<file path="src/hdl/tone_pwm_divider_select_assert.svh">
// Assertion macros shared by the tone divider select block.
`ifndef TONE_PWM_DIVIDER_SELECT_ASSERT_SVH
`define TONE_PWM_DIVIDER_SELECT_ASSERT_SVH

// Same-cycle implication, held off while reset is low.
`define TPDS_ASSERT_IMPL(lbl, clk, rst_n, ante, cons) \
    lbl: assert property (@(posedge clk) disable iff (!rst_n) (ante) |-> (cons)) \
        else $error("tone_pwm_divider_select: same-cycle check failed");

// Next-cycle implication, held off while reset is low.
`define TPDS_ASSERT_NEXT(lbl, clk, rst_n, ante, cons) \
    lbl: assert property (@(posedge clk) disable iff (!rst_n) (ante) |=> (cons)) \
        else $error("tone_pwm_divider_select: next-cycle check failed");

`endif

</file>
<file path="src/hdl/tpds_pkg.sv">
// Types and constants of the tone divider select block.
package tpds_pkg;

    localparam int CLOCK_W    = 27;
    localparam int PRESCALE_W = 8;
    localparam int FREQ_W     = 16;
    localparam int DIV_W      = 4;
    localparam int LEVEL_W    = 16;
    localparam int BASE_W     = PRESCALE_W + 1 + FREQ_W;
    localparam int DIVISOR_W  = BASE_W + 3;
    localparam int QUEUE_DEPTH = 2;

    localparam logic [CLOCK_W-1:0]    CLOCK_RESET    = 27'd32000000;
    localparam logic [PRESCALE_W-1:0] PRESCALE_RESET = 8'd0;
    localparam logic [DIV_W-1:0]      RESET_DIVIDER  = 4'd2;
    localparam logic [LEVEL_W-1:0]    RESET_LEVEL    = 16'd999;
    localparam logic [CLOCK_W-1:0]    MIN_PERIOD     = 27'd3;

    localparam logic [31:0] DEF_COUNTER_MAX   = 32'd65535;
    localparam int unsigned DEF_DIVIDER_COUNT = 8;

    typedef enum logic {
        REG_CLOCK    = 1'b0,
        REG_PRESCALE = 1'b1
    } t_reg_sel;

    typedef enum logic [1:0] {
        ST_IDLE,
        ST_LAUNCH,
        ST_DIV,
        ST_EMIT
    } t_back_state;

    // One classified request as it waits between front and back.
    typedef struct packed {
        logic              silence;
        logic [BASE_W-1:0] base;
    } t_job;

    typedef struct packed {
        logic               applied;
        logic [DIV_W-1:0]   divider_ratio;
        logic [LEVEL_W-1:0] period_load;
        logic [LEVEL_W-1:0] compare_level;
        logic               pwm_active;
        logic               clock_reload;
        logic               tone_started;
    } t_result;

endpackage

</file>
<file path="src/hdl/tpds_front.sv">
// Front stage: takes request words, sorts silence from tones, scales by the prescaler.
module tpds_front (
    input  logic                               i_clk,
    input  logic                               i_rst_n,
    input  logic                               i_valid,
    output logic                               o_stall,
    input  logic [tpds_pkg::FREQ_W-1:0]        i_freq_hz,
    input  logic [tpds_pkg::PRESCALE_W-1:0]    i_prescale,
    input  logic                               i_queue_full,
    output logic                               o_push,
    output tpds_pkg::t_job                     o_job
);

    logic                          r_valid;
    logic [tpds_pkg::FREQ_W-1:0]   r_freq;
    logic [tpds_pkg::PRESCALE_W:0] scale;
    logic                          accept;

    assign o_stall = r_valid && i_queue_full;
    assign accept  = i_valid && !o_stall;
    assign o_push  = r_valid && !i_queue_full;

    assign scale         = {1'b0, i_prescale} + {{tpds_pkg::PRESCALE_W{1'b0}}, 1'b1};
    assign o_job.silence = (r_freq == '0);
    assign o_job.base    = tpds_pkg::BASE_W'(scale) * tpds_pkg::BASE_W'(r_freq);

    always_ff @(posedge i_clk) begin
        if (!i_rst_n) begin
            r_valid <= 1'b0;
        end else if (accept) begin
            r_valid <= 1'b1;
        end else if (o_push) begin
            r_valid <= 1'b0;
        end
    end

    always_ff @(posedge i_clk) begin
        if (accept) begin
            r_freq <= i_freq_hz;
        end
    end

endmodule

</file>
<file path="src/hdl/tpds_queue.sv">
// Short job queue between the front stage and the back sequencer.
module tpds_queue (
    input  logic           i_clk,
    input  logic           i_rst_n,
    input  logic           i_push,
    input  tpds_pkg::t_job i_job,
    output logic           o_full,
    input  logic           i_pop,
    output logic           o_valid,
    output tpds_pkg::t_job o_job
);

    localparam int Depth = tpds_pkg::QUEUE_DEPTH;
    localparam int PtrW  = (Depth > 1) ? $clog2(Depth) : 1;
    localparam int CntW  = $clog2(Depth + 1);

    tpds_pkg::t_job r_slot [Depth];
    logic [PtrW-1:0] r_wr_ptr;
    logic [PtrW-1:0] r_rd_ptr;
    logic [CntW-1:0] r_count;
    logic            do_push;
    logic            do_pop;

    assign o_full  = (r_count == CntW'(Depth));
    assign o_valid = (r_count != '0);
    assign o_job   = r_slot[r_rd_ptr];
    assign do_push = i_push && !o_full;
    assign do_pop  = i_pop && o_valid;

    always_ff @(posedge i_clk) begin
        if (!i_rst_n) begin
            r_wr_ptr <= '0;
            r_rd_ptr <= '0;
            r_count  <= '0;
        end else begin
            if (do_push) begin
                r_wr_ptr <= (r_wr_ptr == PtrW'(Depth - 1)) ? '0 : r_wr_ptr + 1'b1;
            end
            if (do_pop) begin
                r_rd_ptr <= (r_rd_ptr == PtrW'(Depth - 1)) ? '0 : r_rd_ptr + 1'b1;
            end
            case ({do_push, do_pop})
                2'b10:   r_count <= r_count + 1'b1;
                2'b01:   r_count <= r_count - 1'b1;
                default: r_count <= r_count;
            endcase
        end
    end

    always_ff @(posedge i_clk) begin
        if (do_push) begin
            r_slot[r_wr_ptr] <= i_job;
        end
    end

endmodule

</file>
<file path="src/hdl/tpds_div.sv">
// Restoring divider, one quotient bit per cycle.
module tpds_div (
    input  logic                             i_clk,
    input  logic                             i_rst_n,
    input  logic                             i_start,
    input  logic [tpds_pkg::CLOCK_W-1:0]     i_dividend,
    input  logic [tpds_pkg::DIVISOR_W-1:0]   i_divisor,
    output logic                             o_done,
    output logic [tpds_pkg::CLOCK_W-1:0]     o_quotient
);

    localparam int QW   = tpds_pkg::CLOCK_W;
    localparam int DW   = tpds_pkg::DIVISOR_W;
    localparam int CntW = $clog2(QW + 1);

    logic            r_busy;
    logic            r_done;
    logic [CntW-1:0] r_cnt;
    logic [DW-1:0]   r_rem;
    logic [QW-1:0]   r_quo;
    logic [DW-1:0]   r_divisor;
    logic [DW+1:0]   trial;
    logic            fits;

    // The remainder stays below the divisor, so a kept difference fits in DW bits.
    assign trial = {1'b0, r_rem, r_quo[QW-1]} - {2'b00, r_divisor};
    assign fits  = !trial[DW+1];

    assign o_done     = r_done;
    assign o_quotient = r_quo;

    always_ff @(posedge i_clk) begin
        if (!i_rst_n) begin
            r_busy <= 1'b0;
            r_done <= 1'b0;
            r_cnt  <= '0;
        end else begin
            r_done <= 1'b0;
            if (i_start) begin
                r_busy <= 1'b1;
                r_cnt  <= CntW'(QW);
            end else if (r_busy) begin
                r_cnt <= r_cnt - 1'b1;
                if (r_cnt == CntW'(1)) begin
                    r_busy <= 1'b0;
                    r_done <= 1'b1;
                end
            end
        end
    end

    always_ff @(posedge i_clk) begin
        if (i_start) begin
            r_rem     <= '0;
            r_quo     <= i_dividend;
            r_divisor <= i_divisor;
        end else if (r_busy) begin
            r_rem <= fits ? trial[DW-1:0] : {r_rem[DW-2:0], r_quo[QW-1]};
            r_quo <= {r_quo[QW-2:0], fits};
        end
    end

endmodule

</file>
<file path="src/hdl/tpds_back.sv">
// Back sequencer: walks the dividers, keeps the tone state and holds the result word.
module tpds_back #(
    parameter logic [31:0] COUNTER_MAX   = tpds_pkg::DEF_COUNTER_MAX,
    parameter int unsigned DIVIDER_COUNT = tpds_pkg::DEF_DIVIDER_COUNT
) (
    input  logic                          i_clk,
    input  logic                          i_rst_n,
    input  logic                          i_job_valid,
    input  tpds_pkg::t_job                i_job,
    output logic                          o_pop,
    input  logic [tpds_pkg::CLOCK_W-1:0]  i_clock_hz,
    output logic                          o_valid,
    input  logic                          i_stall,
    output tpds_pkg::t_result             o_result
);

    localparam int CW = tpds_pkg::CLOCK_W;
    localparam int DW = tpds_pkg::DIVISOR_W;
    localparam int VW = tpds_pkg::DIV_W;
    localparam int LW = tpds_pkg::LEVEL_W;
    localparam logic [VW-1:0] DivLast = VW'(DIVIDER_COUNT);

    tpds_pkg::t_back_state r_state, n_state;
    logic [VW-1:0]        r_div, n_div;
    logic [DW-1:0]        r_divisor, n_divisor;
    logic [tpds_pkg::BASE_W-1:0] r_base, n_base;
    logic                 r_running, n_running;
    logic [VW-1:0]        r_divider_now, n_divider_now;
    logic [LW-1:0]        r_load_now, n_load_now;
    logic [LW-1:0]        r_compare_now, n_compare_now;
    logic                 r_applied, n_applied;
    logic                 r_reload, n_reload;
    logic                 r_started, n_started;
    logic                 r_out_valid, n_out_valid;
    tpds_pkg::t_result    r_out, n_out;

    logic                 div_start;
    logic                 div_done;
    logic [CW-1:0]        quotient;
    logic [CW-1:0]        period;
    logic [CW-1:0]        load;
    logic                 load_fits;
    logic                 out_free;

    tpds_div u_div (
        .i_clk      (i_clk),
        .i_rst_n    (i_rst_n),
        .i_start    (div_start),
        .i_dividend (i_clock_hz),
        .i_divisor  (r_divisor),
        .o_done     (div_done),
        .o_quotient (quotient)
    );

    assign period    = (quotient < tpds_pkg::MIN_PERIOD) ? tpds_pkg::MIN_PERIOD : quotient;
    assign load      = period - 1'b1;
    assign load_fits = ({{(32 - CW){1'b0}}, load} <= COUNTER_MAX);
    assign out_free  = !r_out_valid || !i_stall;

    assign o_valid  = r_out_valid;
    assign o_result = r_out;

    always_comb begin
        n_state       = r_state;
        n_div         = r_div;
        n_divisor     = r_divisor;
        n_base        = r_base;
        n_running     = r_running;
        n_divider_now = r_divider_now;
        n_load_now    = r_load_now;
        n_compare_now = r_compare_now;
        n_applied     = r_applied;
        n_reload      = r_reload;
        n_started     = r_started;
        n_out_valid   = r_out_valid && i_stall;
        n_out         = r_out;
        o_pop         = 1'b0;
        div_start     = 1'b0;

        unique case (r_state)
            tpds_pkg::ST_IDLE: begin
                if (i_job_valid) begin
                    o_pop = 1'b1;
                    if (i_job.silence) begin
                        n_running = 1'b0;
                        n_applied = 1'b1;
                        n_reload  = 1'b0;
                        n_started = 1'b0;
                        n_state   = tpds_pkg::ST_EMIT;
                    end else begin
                        n_div     = VW'(1);
                        n_divisor = DW'(i_job.base);
                        n_base    = i_job.base;
                        n_state   = tpds_pkg::ST_LAUNCH;
                    end
                end
            end
            tpds_pkg::ST_LAUNCH: begin
                div_start = 1'b1;
                n_state   = tpds_pkg::ST_DIV;
            end
            tpds_pkg::ST_DIV: begin
                if (div_done) begin
                    if (load_fits) begin
                        n_reload      = (r_divider_now != r_div);
                        n_divider_now = r_div;
                        n_load_now    = load[LW-1:0];
                        n_compare_now = load[LW:1];
                        n_started     = !r_running;
                        n_running     = 1'b1;
                        n_applied     = 1'b1;
                        n_state       = tpds_pkg::ST_EMIT;
                    end else if (r_div == DivLast) begin
                        n_applied = 1'b0;
                        n_reload  = 1'b0;
                        n_started = 1'b0;
                        n_state   = tpds_pkg::ST_EMIT;
                    end else begin
                        // Next divider: the divisor grows by one more scaled frequency.
                        n_div     = r_div + 1'b1;
                        n_divisor = r_divisor + DW'(r_base);
                        n_state   = tpds_pkg::ST_LAUNCH;
                    end
                end
            end
            tpds_pkg::ST_EMIT: begin
                if (out_free) begin
                    n_out_valid         = 1'b1;
                    n_out.applied       = r_applied;
                    n_out.divider_ratio = r_divider_now;
                    n_out.period_load   = r_load_now;
                    n_out.compare_level = r_compare_now;
                    n_out.pwm_active    = r_running;
                    n_out.clock_reload  = r_reload;
                    n_out.tone_started  = r_started;
                    n_state             = tpds_pkg::ST_IDLE;
                end
            end
            default: n_state = tpds_pkg::ST_IDLE;
        endcase
    end

    always_ff @(posedge i_clk) begin
        if (!i_rst_n) begin
            r_state       <= tpds_pkg::ST_IDLE;
            r_running     <= 1'b0;
            r_divider_now <= tpds_pkg::RESET_DIVIDER;
            r_load_now    <= tpds_pkg::RESET_LEVEL;
            r_compare_now <= tpds_pkg::RESET_LEVEL;
            r_out_valid   <= 1'b0;
        end else begin
            r_state       <= n_state;
            r_running     <= n_running;
            r_divider_now <= n_divider_now;
            r_load_now    <= n_load_now;
            r_compare_now <= n_compare_now;
            r_out_valid   <= n_out_valid;
        end
    end

    always_ff @(posedge i_clk) begin
        r_div     <= n_div;
        r_divisor <= n_divisor;
        r_base    <= n_base;
        r_applied <= n_applied;
        r_reload  <= n_reload;
        r_started <= n_started;
        r_out     <= n_out;
    end

endmodule

</file>
<file path="src/hdl/tone_pwm_divider_select.sv">
// Top level of the tone divider select block: register port, front, queue and back.
//
//   channel   direction  handshake                  word
//   request   in         i_in_valid / o_in_stall    i_freq_hz
//   result    out        o_out_valid / i_out_stall  o_applied .. o_tone_started
//   config    in         psel, penable, pwrite      clock_hz at 0x0, prescale at 0x4
//
// A silence word skips the divider: the back sequencer goes from idle straight to emit.
// A tone word runs the serial divider once per tried divider until one fits
// (up to DIVIDER_COUNT, 8 by default); an unreachable tone tries all of them.
// Reset is synchronous and active low; it restores the registers and the tone state.
// Two request words can wait in the queue while a result is stalled at the output.
module tone_pwm_divider_select #(
    parameter logic [31:0] COUNTER_MAX   = tpds_pkg::DEF_COUNTER_MAX,
    parameter int unsigned DIVIDER_COUNT = tpds_pkg::DEF_DIVIDER_COUNT
) (
    input  logic                          i_clk,
    input  logic                          i_rst_n,
    input  logic                          i_in_valid,
    output logic                          o_in_stall,
    input  logic [tpds_pkg::FREQ_W-1:0]   i_freq_hz,
    output logic                          o_out_valid,
    input  logic                          i_out_stall,
    output logic                          o_applied,
    output logic [tpds_pkg::DIV_W-1:0]    o_divider_ratio,
    output logic [tpds_pkg::LEVEL_W-1:0]  o_period_load,
    output logic [tpds_pkg::LEVEL_W-1:0]  o_compare_level,
    output logic                          o_pwm_active,
    output logic                          o_clock_reload,
    output logic                          o_tone_started,
    input  logic                          psel,
    input  logic                          penable,
    input  logic                          pwrite,
    input  logic [2:0]                    paddr,
    input  logic [31:0]                   pwdata,
    output logic [31:0]                   prdata,
    output logic                          pready
);

    logic [tpds_pkg::CLOCK_W-1:0]    r_clock_hz;
    logic [tpds_pkg::PRESCALE_W-1:0] r_prescale;
    logic                            cfg_write;
    tpds_pkg::t_reg_sel              reg_sel;

    logic               push;
    logic               queue_full;
    tpds_pkg::t_job     front_job;
    logic               q_valid;
    logic               q_pop;
    tpds_pkg::t_job     q_job;
    tpds_pkg::t_result  result;

    assign pready    = 1'b1;
    assign cfg_write = psel && penable && pwrite && pready;
    assign reg_sel   = tpds_pkg::t_reg_sel'(paddr[2]);

    always_comb begin
        unique case (reg_sel)
            tpds_pkg::REG_CLOCK:    prdata = {{(32 - tpds_pkg::CLOCK_W){1'b0}}, r_clock_hz};
            tpds_pkg::REG_PRESCALE: prdata = {{(32 - tpds_pkg::PRESCALE_W){1'b0}}, r_prescale};
            default:                prdata = '0;
        endcase
    end

    always_ff @(posedge i_clk) begin
        if (!i_rst_n) begin
            r_clock_hz <= tpds_pkg::CLOCK_RESET;
            r_prescale <= tpds_pkg::PRESCALE_RESET;
        end else if (cfg_write) begin
            if (reg_sel == tpds_pkg::REG_CLOCK) begin
                r_clock_hz <= pwdata[tpds_pkg::CLOCK_W-1:0];
            end else begin
                r_prescale <= pwdata[tpds_pkg::PRESCALE_W-1:0];
            end
        end
    end

    tpds_front u_front (
        .i_clk        (i_clk),
        .i_rst_n      (i_rst_n),
        .i_valid      (i_in_valid),
        .o_stall      (o_in_stall),
        .i_freq_hz    (i_freq_hz),
        .i_prescale   (r_prescale),
        .i_queue_full (queue_full),
        .o_push       (push),
        .o_job        (front_job)
    );

    tpds_queue u_queue (
        .i_clk   (i_clk),
        .i_rst_n (i_rst_n),
        .i_push  (push),
        .i_job   (front_job),
        .o_full  (queue_full),
        .i_pop   (q_pop),
        .o_valid (q_valid),
        .o_job   (q_job)
    );

    tpds_back #(
        .COUNTER_MAX   (COUNTER_MAX),
        .DIVIDER_COUNT (DIVIDER_COUNT)
    ) u_back (
        .i_clk       (i_clk),
        .i_rst_n     (i_rst_n),
        .i_job_valid (q_valid),
        .i_job       (q_job),
        .o_pop       (q_pop),
        .i_clock_hz  (r_clock_hz),
        .o_valid     (o_out_valid),
        .i_stall     (i_out_stall),
        .o_result    (result)
    );

    assign o_applied       = result.applied;
    assign o_divider_ratio = result.divider_ratio;
    assign o_period_load   = result.period_load;
    assign o_compare_level = result.compare_level;
    assign o_pwm_active    = result.pwm_active;
    assign o_clock_reload  = result.clock_reload;
    assign o_tone_started  = result.tone_started;

`include "tone_pwm_divider_select_assert.svh"

    // A start from idle is only reported for a carried-out tone.
    `TPDS_ASSERT_IMPL(a_start_is_tone, i_clk, i_rst_n, o_out_valid && o_tone_started, o_applied && o_pwm_active)
    // A refused request reports no side effects.
    `TPDS_ASSERT_IMPL(a_refused_quiet, i_clk, i_rst_n, o_out_valid && !o_applied, !o_clock_reload && !o_tone_started)
    // The divider in use is always one of the tried candidates.
    `TPDS_ASSERT_IMPL(a_divider_range, i_clk, i_rst_n, o_out_valid, (o_divider_ratio != 4'd0) && (o_divider_ratio <= 4'd8))
    // The back sequencer leaves idle after taking a job, so it never pops twice in a row.
    `TPDS_ASSERT_NEXT(a_pop_leaves_idle, i_clk, i_rst_n, q_pop, !q_pop)

endmodule
</file>
<file path="config.mk">
export PLATFORM = sky130hd
export DESIGN_NAME = tone_pwm_divider_select
export DESIGN_NICKNAME = d
export VERILOG_FILES = /design/src/hdl/tpds_pkg.sv /design/src/hdl/tpds_front.sv /design/src/hdl/tpds_queue.sv /design/src/hdl/tpds_div.sv /design/src/hdl/tpds_back.sv /design/src/hdl/tone_pwm_divider_select.sv
export VERILOG_INCLUDE_DIRS = /design/src /design/src/hdl
export SDC_FILE = /design/constraint.sdc
export NUM_CORES = 1
export LEC_CHECK = 0
export BUFFER_PORTS_ARGS = -buffer_cell sky130_fd_sc_hd__buf_2
export CAP_MARGIN = 20
export CELL_PAD_IN_SITES_DETAIL_PLACEMENT = 1
export CELL_PAD_IN_SITES_GLOBAL_PLACEMENT = 1
export CORE_MARGIN = 5
export CORE_UTILIZATION = 53
export DETAILED_ROUTE_END_ITERATION = 6
export GPL_TIMING_DRIVEN = 1
export PLACE_DENSITY = 0.86
export SLEW_MARGIN = 20
export SYNTH_ARGS = -nofsm -noshare
export SYNTH_HDL_FRONTEND = slang
export SYNTH_HIERARCHICAL = 1
export SYNTH_SLANG_ARGS = --single-unit
</file>
<file path="constraint.sdc">
create_clock -name i_clk -period 9.5 [get_ports i_clk]
set_input_delay 0 -clock i_clk [delete_from_list [all_inputs] [get_ports i_clk]]
set_output_delay 0 -clock i_clk [all_outputs]
set_load 0.02 [all_outputs]
</file>
### Yosys cells after proc, flatten, opt, wreduce, memory -nomap -nowiden

Memories as Yosys holds them, arrays and structs flattened. A register that Yosys moved wholly into a read port is not among the register bits.
Index checks and enable logic that the tools add are counted.

* flip-flop bits (word level): 286
* RAM bits: 52
* input port bits: 58
* memories kept: 1

Memory list
* u_queue.r_slot: depth 2, width 26, rd ports 1, clocked after Yosys merged registers in 1, write ports 1, RTL line tpds_queue.sv:17 `tpds_pkg::t_job r_slot [Depth];`

* $add $sub $neg: 10
* $mul: 1
* $lt $le $gt $ge: 2
* eq/ne operators: 18
* multiplexer cells: 61
* bitwise operators: 4
* reduce and logical (&&, ||, !) cells: 33

Operators by type and width (count)
* $mux 28: 6
* $mux 27: 3
* $pmux 32 s2: 1
* $pmux 28 s2: 1
* $mux 1: 30
* $sub 29x28->30: 1
* $add 28x25->28: 1
* $le 27x16->1 const B: 1
* $lt 27x2->1 const B: 1
* $sub 27x1->27 const B: 1
* $mul 9x16->25: 1
* $mux 4: 5
* $logic_not 16->1: 1
* $mux 2: 6
* $ne 2x2->1 const B: 6
* $mux 5: 2
* $reduce_and 5->1: 2
* $reduce_bool 2->1: 5
* $add 8x1->9 const B: 1
* $reduce_and 3->1: 3
* $eq 2x2->1 const B: 4
* $logic_and 1x1->1: 8
* $pmux 1 s2: 4
* $pmux 2 s4: 1
* other kinds (21): 34

### Longest topological paths before layout

* word-level depth: 7
* mapped depth: 22

### By module

Netlist, hierarchy kept.

By module, submodules not included
* tpds_back: times used 1, cells an instance 561, area an instance 6154.7 µm²
* tpds_front: times used 1, cells an instance 581, area an instance 5321.4 µm²
* tpds_div: times used 1, cells an instance 501, area an instance 5148.7 µm²
* tpds_queue: times used 1, cells an instance 107, area an instance 2108.3 µm²
* tone_pwm_divider_select: times used 1, cells an instance 182, area an instance 1696.6 µm²

### Least setup slack after synthesis

OpenSTA, ideal clock, no wires.

* kind: flip-flop to flip-flop
* start point: reg r_prescale[0] in the netlist's numbering
* end point: mem u_queue/r_slot[0][24] in the netlist's numbering (data pin)
* data arrival time: 5185 ps
* data required time: 9238 ps
* slack: 4053 ps
* cell stages (with the launch flop): 18
* cell sequence: dfxtp_1 > and3_1 > nand3_1 > xor2_1 > clkbuf_1 > and2b_1 > fa_1 > fa_1 > fa_1 > inv_1 > fa_1 > inv_1 > ha_1 > a21o_1 > o21bai_1 > a221o_1 > a41oi_4 > mux2_4

RTL lines
* start, declared: RTL line tone_pwm_divider_select.sv:41 `logic [tpds_pkg::PRESCALE_W-1:0] r_prescale;`
* start signal, assigned: RTL line tone_pwm_divider_select.sv:68 `r_prescale <= tpds_pkg::PRESCALE_RESET;`
* start signal, assigned: RTL line tone_pwm_divider_select.sv:73 `r_prescale <= pwdata[tpds_pkg::PRESCALE_W-1:0];`
* end, declared: RTL line tpds_queue.sv:17

==> summary by stage <==
CTS
TritonCTS built the clock tree. The clock sink count is 315. For the worst-skew pair, the clock arrives at the later sink with an insertion delay of 0.56 ns.

The number of H-tree levels is 2. CTS placed an instance of sky130_fd_sc_hd__clkbuf_16 at the clock tree root. The number of buffers created by CTS is 36.

Clock-pin slew was measured on the worst setup and hold paths at 0.08 ns. In this run the deepest clock path goes through 3 buffers. The total of cells resized after clock tree synthesis is 0.

Setup path
The most numerous cell type found on the critical path is sky130_fd_sc_hd__fa_1. The critical path data required time is 9.80 ns. The worst setup path is launched from a flop. For the worst setup path, the data arrival time is 6.83 ns. The setup path with the least slack is of type reg2reg. Across all register-to-register paths, the minimum setup slack is 2.98 ns. The critical path's slowest cell is sky130_fd_sc_hd__dfxtp_1. The startpoint of the most critical register-to-register path is r_prescale[0]$_SDFFE_PN0P_. The biggest fanout along the worst timing path is 21. The most critical setup path has its endpoint at u_queue/r_slot[1][24]$_DFFE_PP_.

For the worst flop-to-flop path, the logic depth is 17. The largest stage delay on the critical path is 0.76 ns. The launching element of the worst setup path is r_prescale[0]$_SDFFE_PN0P_. The endpoint identified for the worst register-to-register timing path is u_queue/r_slot[1][24]$_DFFE_PP_. The worst setup path is captured at a flop. Walking the worst path, the cells encountered are ha_1, nand3_1, nor2_1, and3_1, and2_1, fa_1, fa_1, fa_1, inv_1, fa_1, inv_1, ha_1, a21o_1, o21bai_1, a221o_1, a41oi_4, mux2_4.

Final layout
The utilization after layout is 59.7%. The layout cell share with drive strength beyond 1 is 14.6%. 0 antenna diodes ended up in the layout. Compared with the post-synthesis result, the final layout area differs by 12.1%. The cell area after layout is 22900 um2. The filler cells instantiated in the layout total 4179. For this run, the post-layout net count is 2317.

Die
The core region area is 38400 um2. Pin placement for this block handled 133 I/O pins. The floorplan step set the die width to 206 um. For this configuration, the core starts out at a cell density of 53.2%. In this run the core area contains 72 standard-cell rows. The floorplan step defined a die boundary enclosing 42600 um2. The vertical die dimension is 206 um.

Global routing
The leftover overflow at the end of global routing is 0. Entering global routing, the biggest net connects 111 pins. The first global-routing pass estimated 90.9 mm of wire.

The number of global-route vias before repair is 16500. The initial antenna violation count is 0. The total routing resource utilization after global routing is 27.1%.

Detailed routing
The first routing iteration left 948 violations. The post-detailed-route via-to-cell ratio is 5.79. The total DRC errors in the routed layout is 0. The detailed router placed 15000 vias in this run. The remaining antenna violation count is 0.

For this run, the detailed router's first-pass iteration total came to 5. After detailed routing, the total wire length is 57.7 mm. In the final routed layout, each cell accounts on average for 22.2 um.

Power
The worst-case IR drop observed on VDD is 0.132 mV. The cell area power density is 214 nW/um2. The static power due to leakage is 9.64 nW. Total power for the finished layout comes to 4.90 mW.

Logic synthesis
After synthesis the netlist holds a flip-flop and latch count of 315. The number of warnings issued by yosys is 6. Of the synthesized area, sequential elements account for 41.2%. The number of synthesized flops with an enable pin is 211. The gate count of the mapped netlist is 1932. The fraction of registers with async set or reset after synthesis is 0%. In the synthesized netlist the dominant register cell turns out to be sky130_fd_sc_hd__edfxtp_1.

The post-synthesis area per instance is 10.6 um2. The cell type contributing the most total cell area after synthesis is sky130_fd_sc_hd__edfxtp_1. The netlist area before placement is 20400 um2. The distinct cell type count after synthesis is 96. Sorting the synthesized cells by area gives the leading types as sky130_fd_sc_hd__edfxtp_1 (31%), sky130_fd_sc_hd__dfxtp_1 (10%), sky130_fd_sc_hd__fa_1 (9.9%). The portion of synthesized cell area occupied by the leading cell type is 31.0%.

STA
The number of slew-limit violations in the final report is 0. Setup violations remaining at the end of the flow were counted as 0. The final critical path takes up 68.7% of the cycle. After routing, the total negative slack on setup checks comes to 0 ns. The worst setup skew after layout is 0.0191 ns. The slew at the pin with the worst max-slew slack is 1.10 ns. Derived from the worst setup path, the maximum achievable clock frequency is 0.153 GHz. The minimum clock period is 6.52 ns. The worst pin sits at a relative slew slack of 26.6%.

The total count of hold-check failures in the final report is 0. Setup repair after global routing left no endpoint under its margin. The minimum hold slack is 0.00479 ns.

Min path
The worst min-delay path class is in2reg. The startpoint identified for the worst hold timing path is penable.

Status
The run finished with clean final reports.

Place
The post-detailed-placement half-perimeter wirelength is 37.6 mm. In this run the cell area measured after placement is 21300 um2. The congestion estimate from routability-driven global placement came to 0.886.

Input and output buffers added on the ports amount to 119.

Run
The tool flagged a number of max-cap violations equal to 0.
==> worst min path at each step <==
stage / to / slack [ns] / depth (start not counted)
finish: r_prescale[4]$_SDFFE_PN0P_ / 0.005 / 3
floorplan: u_front/r_freq[0]$_DFFE_PP_ / 0.1 / 0
global placement: u_front/r_freq[2]$_DFFE_PP_ / 0.18 / 1
global route: r_prescale[4]$_SDFFE_PN0P_ / 0.03 / 3
detailed placement: u_front/r_freq[6]$_DFFE_PP_ / 0.18 / 1
CTS: r_prescale[4]$_SDFFE_PN0P_ / 0.0006 / 3
==> sequential cells by signal (all words and copies together) (netlist names), 8 cells and up, named ones only <==
register,flops
u_back/u_div/o_quotient,27
u_back/o_result,28
u_front/r_freq,16
u_back/r_divisor,28
u_back/u_div/r_divisor,28
r_prescale,8
r_clock_hz,27
u_queue/r_slot,52
u_back/r_load_now,15
u_back/r_base,25
u_back/u_div/r_rem,28
==> cell type report <==
type / instances / area [um2] / area share (%)
clock buffer: 44 / 971 / 4.24
timing repair buffer: 178 / 1160 / 5.06
inverter: 176 / 661 / 2.88
clock inverter: 20 / 158 / 0.688
sequential: 315 / 8420 / 36.8
multi-input combinational: 1346 / 10900 / 47.5
tap: 518 / 648 / 2.83
==> routing by layer <==
layer	global-route usage [%]	wire, um	vias to the layer above	part of all wire, %
met4	10.9	2120	0	3.7
met3	4.16	2760	130	4.8
met1	32.8	23300	7546	40
li1	-	-	6926	-
met5	0	0	-	0
met2	48.4	29600	428	51
==> timing repair <==
item	in CTS	in global routing
buffers inserted	0	0
hold buffers	47	0
hold endpoints to repair	54	0
==> through the flow <==
step,worst slack (ns),instances
CTS,3.21,2597
global placement,3.17,2486
floorplan,4.05,1936
global route,2.76,2597
detailed placement,3.28,2486
finish,2.98,2597
==> worst max-delay path: cells and delay by family (launching register included) <==
kind	cells	cell delay, ns
compound gates	4	0.98
fa+ha+maj	6	2.87
buf+inv	2	0.12
flops	1	0.76
mux	1	0.33
simple gates	4	1.21
==> kinds of logic (layout without fill, tap and decap cells) <==
logic type / count (synthesis) / after routing / synth area share [%]
AND/OR/NAND/NOR: 599 / 599 / 15.6
flip-flops: 315 / 315 / 41.2
AO/OA/AOI/OAI: 323 / 323 / 10.8
adder cells (fa/ha/maj): 206 / 206 / 16.3
buffers and inverters: 275 / 418 / 5.81
multiplexers: 122 / 122 / 6.38
other: 2 / 6 / 0.0368
XOR/XNOR: 90 / 90 / 3.86
==> synthesized netlist by cell type (13+ instances only) <==
cell                       instances
sky130_fd_sc_hd__a211oi_1         20
sky130_fd_sc_hd__a21o_1           21
sky130_fd_sc_hd__xor2_1           44
sky130_fd_sc_hd__nor2_1           82
sky130_fd_sc_hd__nand2b_1         37
sky130_fd_sc_hd__o21ai_0          70
sky130_fd_sc_hd__and2b_1          16
sky130_fd_sc_hd__ha_1            105
sky130_fd_sc_hd__xnor2_1          46
sky130_fd_sc_hd__edfxtp_1        211
sky130_fd_sc_hd__nor3_1           21
sky130_fd_sc_hd__fa_1            101
sky130_fd_sc_hd__or3_1            14
sky130_fd_sc_hd__nand3_1          22
sky130_fd_sc_hd__o211ai_1         15
sky130_fd_sc_hd__nor2b_1         113
sky130_fd_sc_hd__and3_1           17
sky130_fd_sc_hd__mux2_2           62
sky130_fd_sc_hd__o21a_1           13
sky130_fd_sc_hd__a21oi_1          77
sky130_fd_sc_hd__and2_1           25
sky130_fd_sc_hd__a31oi_1          15
sky130_fd_sc_hd__inv_1           175
sky130_fd_sc_hd__mux2i_1          59
sky130_fd_sc_hd__dfxtp_1         104
sky130_fd_sc_hd__nor4_1           13
sky130_fd_sc_hd__clkbuf_1         53
sky130_fd_sc_hd__nand2_1         190
sky130_fd_sc_hd__buf_4            19
==> power by group <==
part	internal, mW	switching [mW]
Clock	0.762	0.584
Sequential	1.72	0.171
Combinational	0.658	1.01
Total	3.14	1.76
==> placed cells by master, fill, tap and decap left out, types with 59 or more instances in the layout <==
master	netlist	layout
sky130_fd_sc_hd__inv_1	175	175
sky130_fd_sc_hd__ha_1	105	105
sky130_fd_sc_hd__nor2b_1	113	111
sky130_fd_sc_hd__buf_2	9	118
sky130_fd_sc_hd__nand2_1	190	190
sky130_fd_sc_hd__edfxtp_1	211	211
sky130_fd_sc_hd__fa_1	101	101
sky130_fd_sc_hd__nor2_1	82	79
sky130_fd_sc_hd__o21ai_0	70	70
sky130_fd_sc_hd__mux2i_1	59	59
sky130_fd_sc_hd__dfxtp_1	104	103
sky130_fd_sc_hd__mux2_2	62	62
sky130_fd_sc_hd__a21oi_1	77	76
No activity file was read; power rests on OpenSTA's default activity.
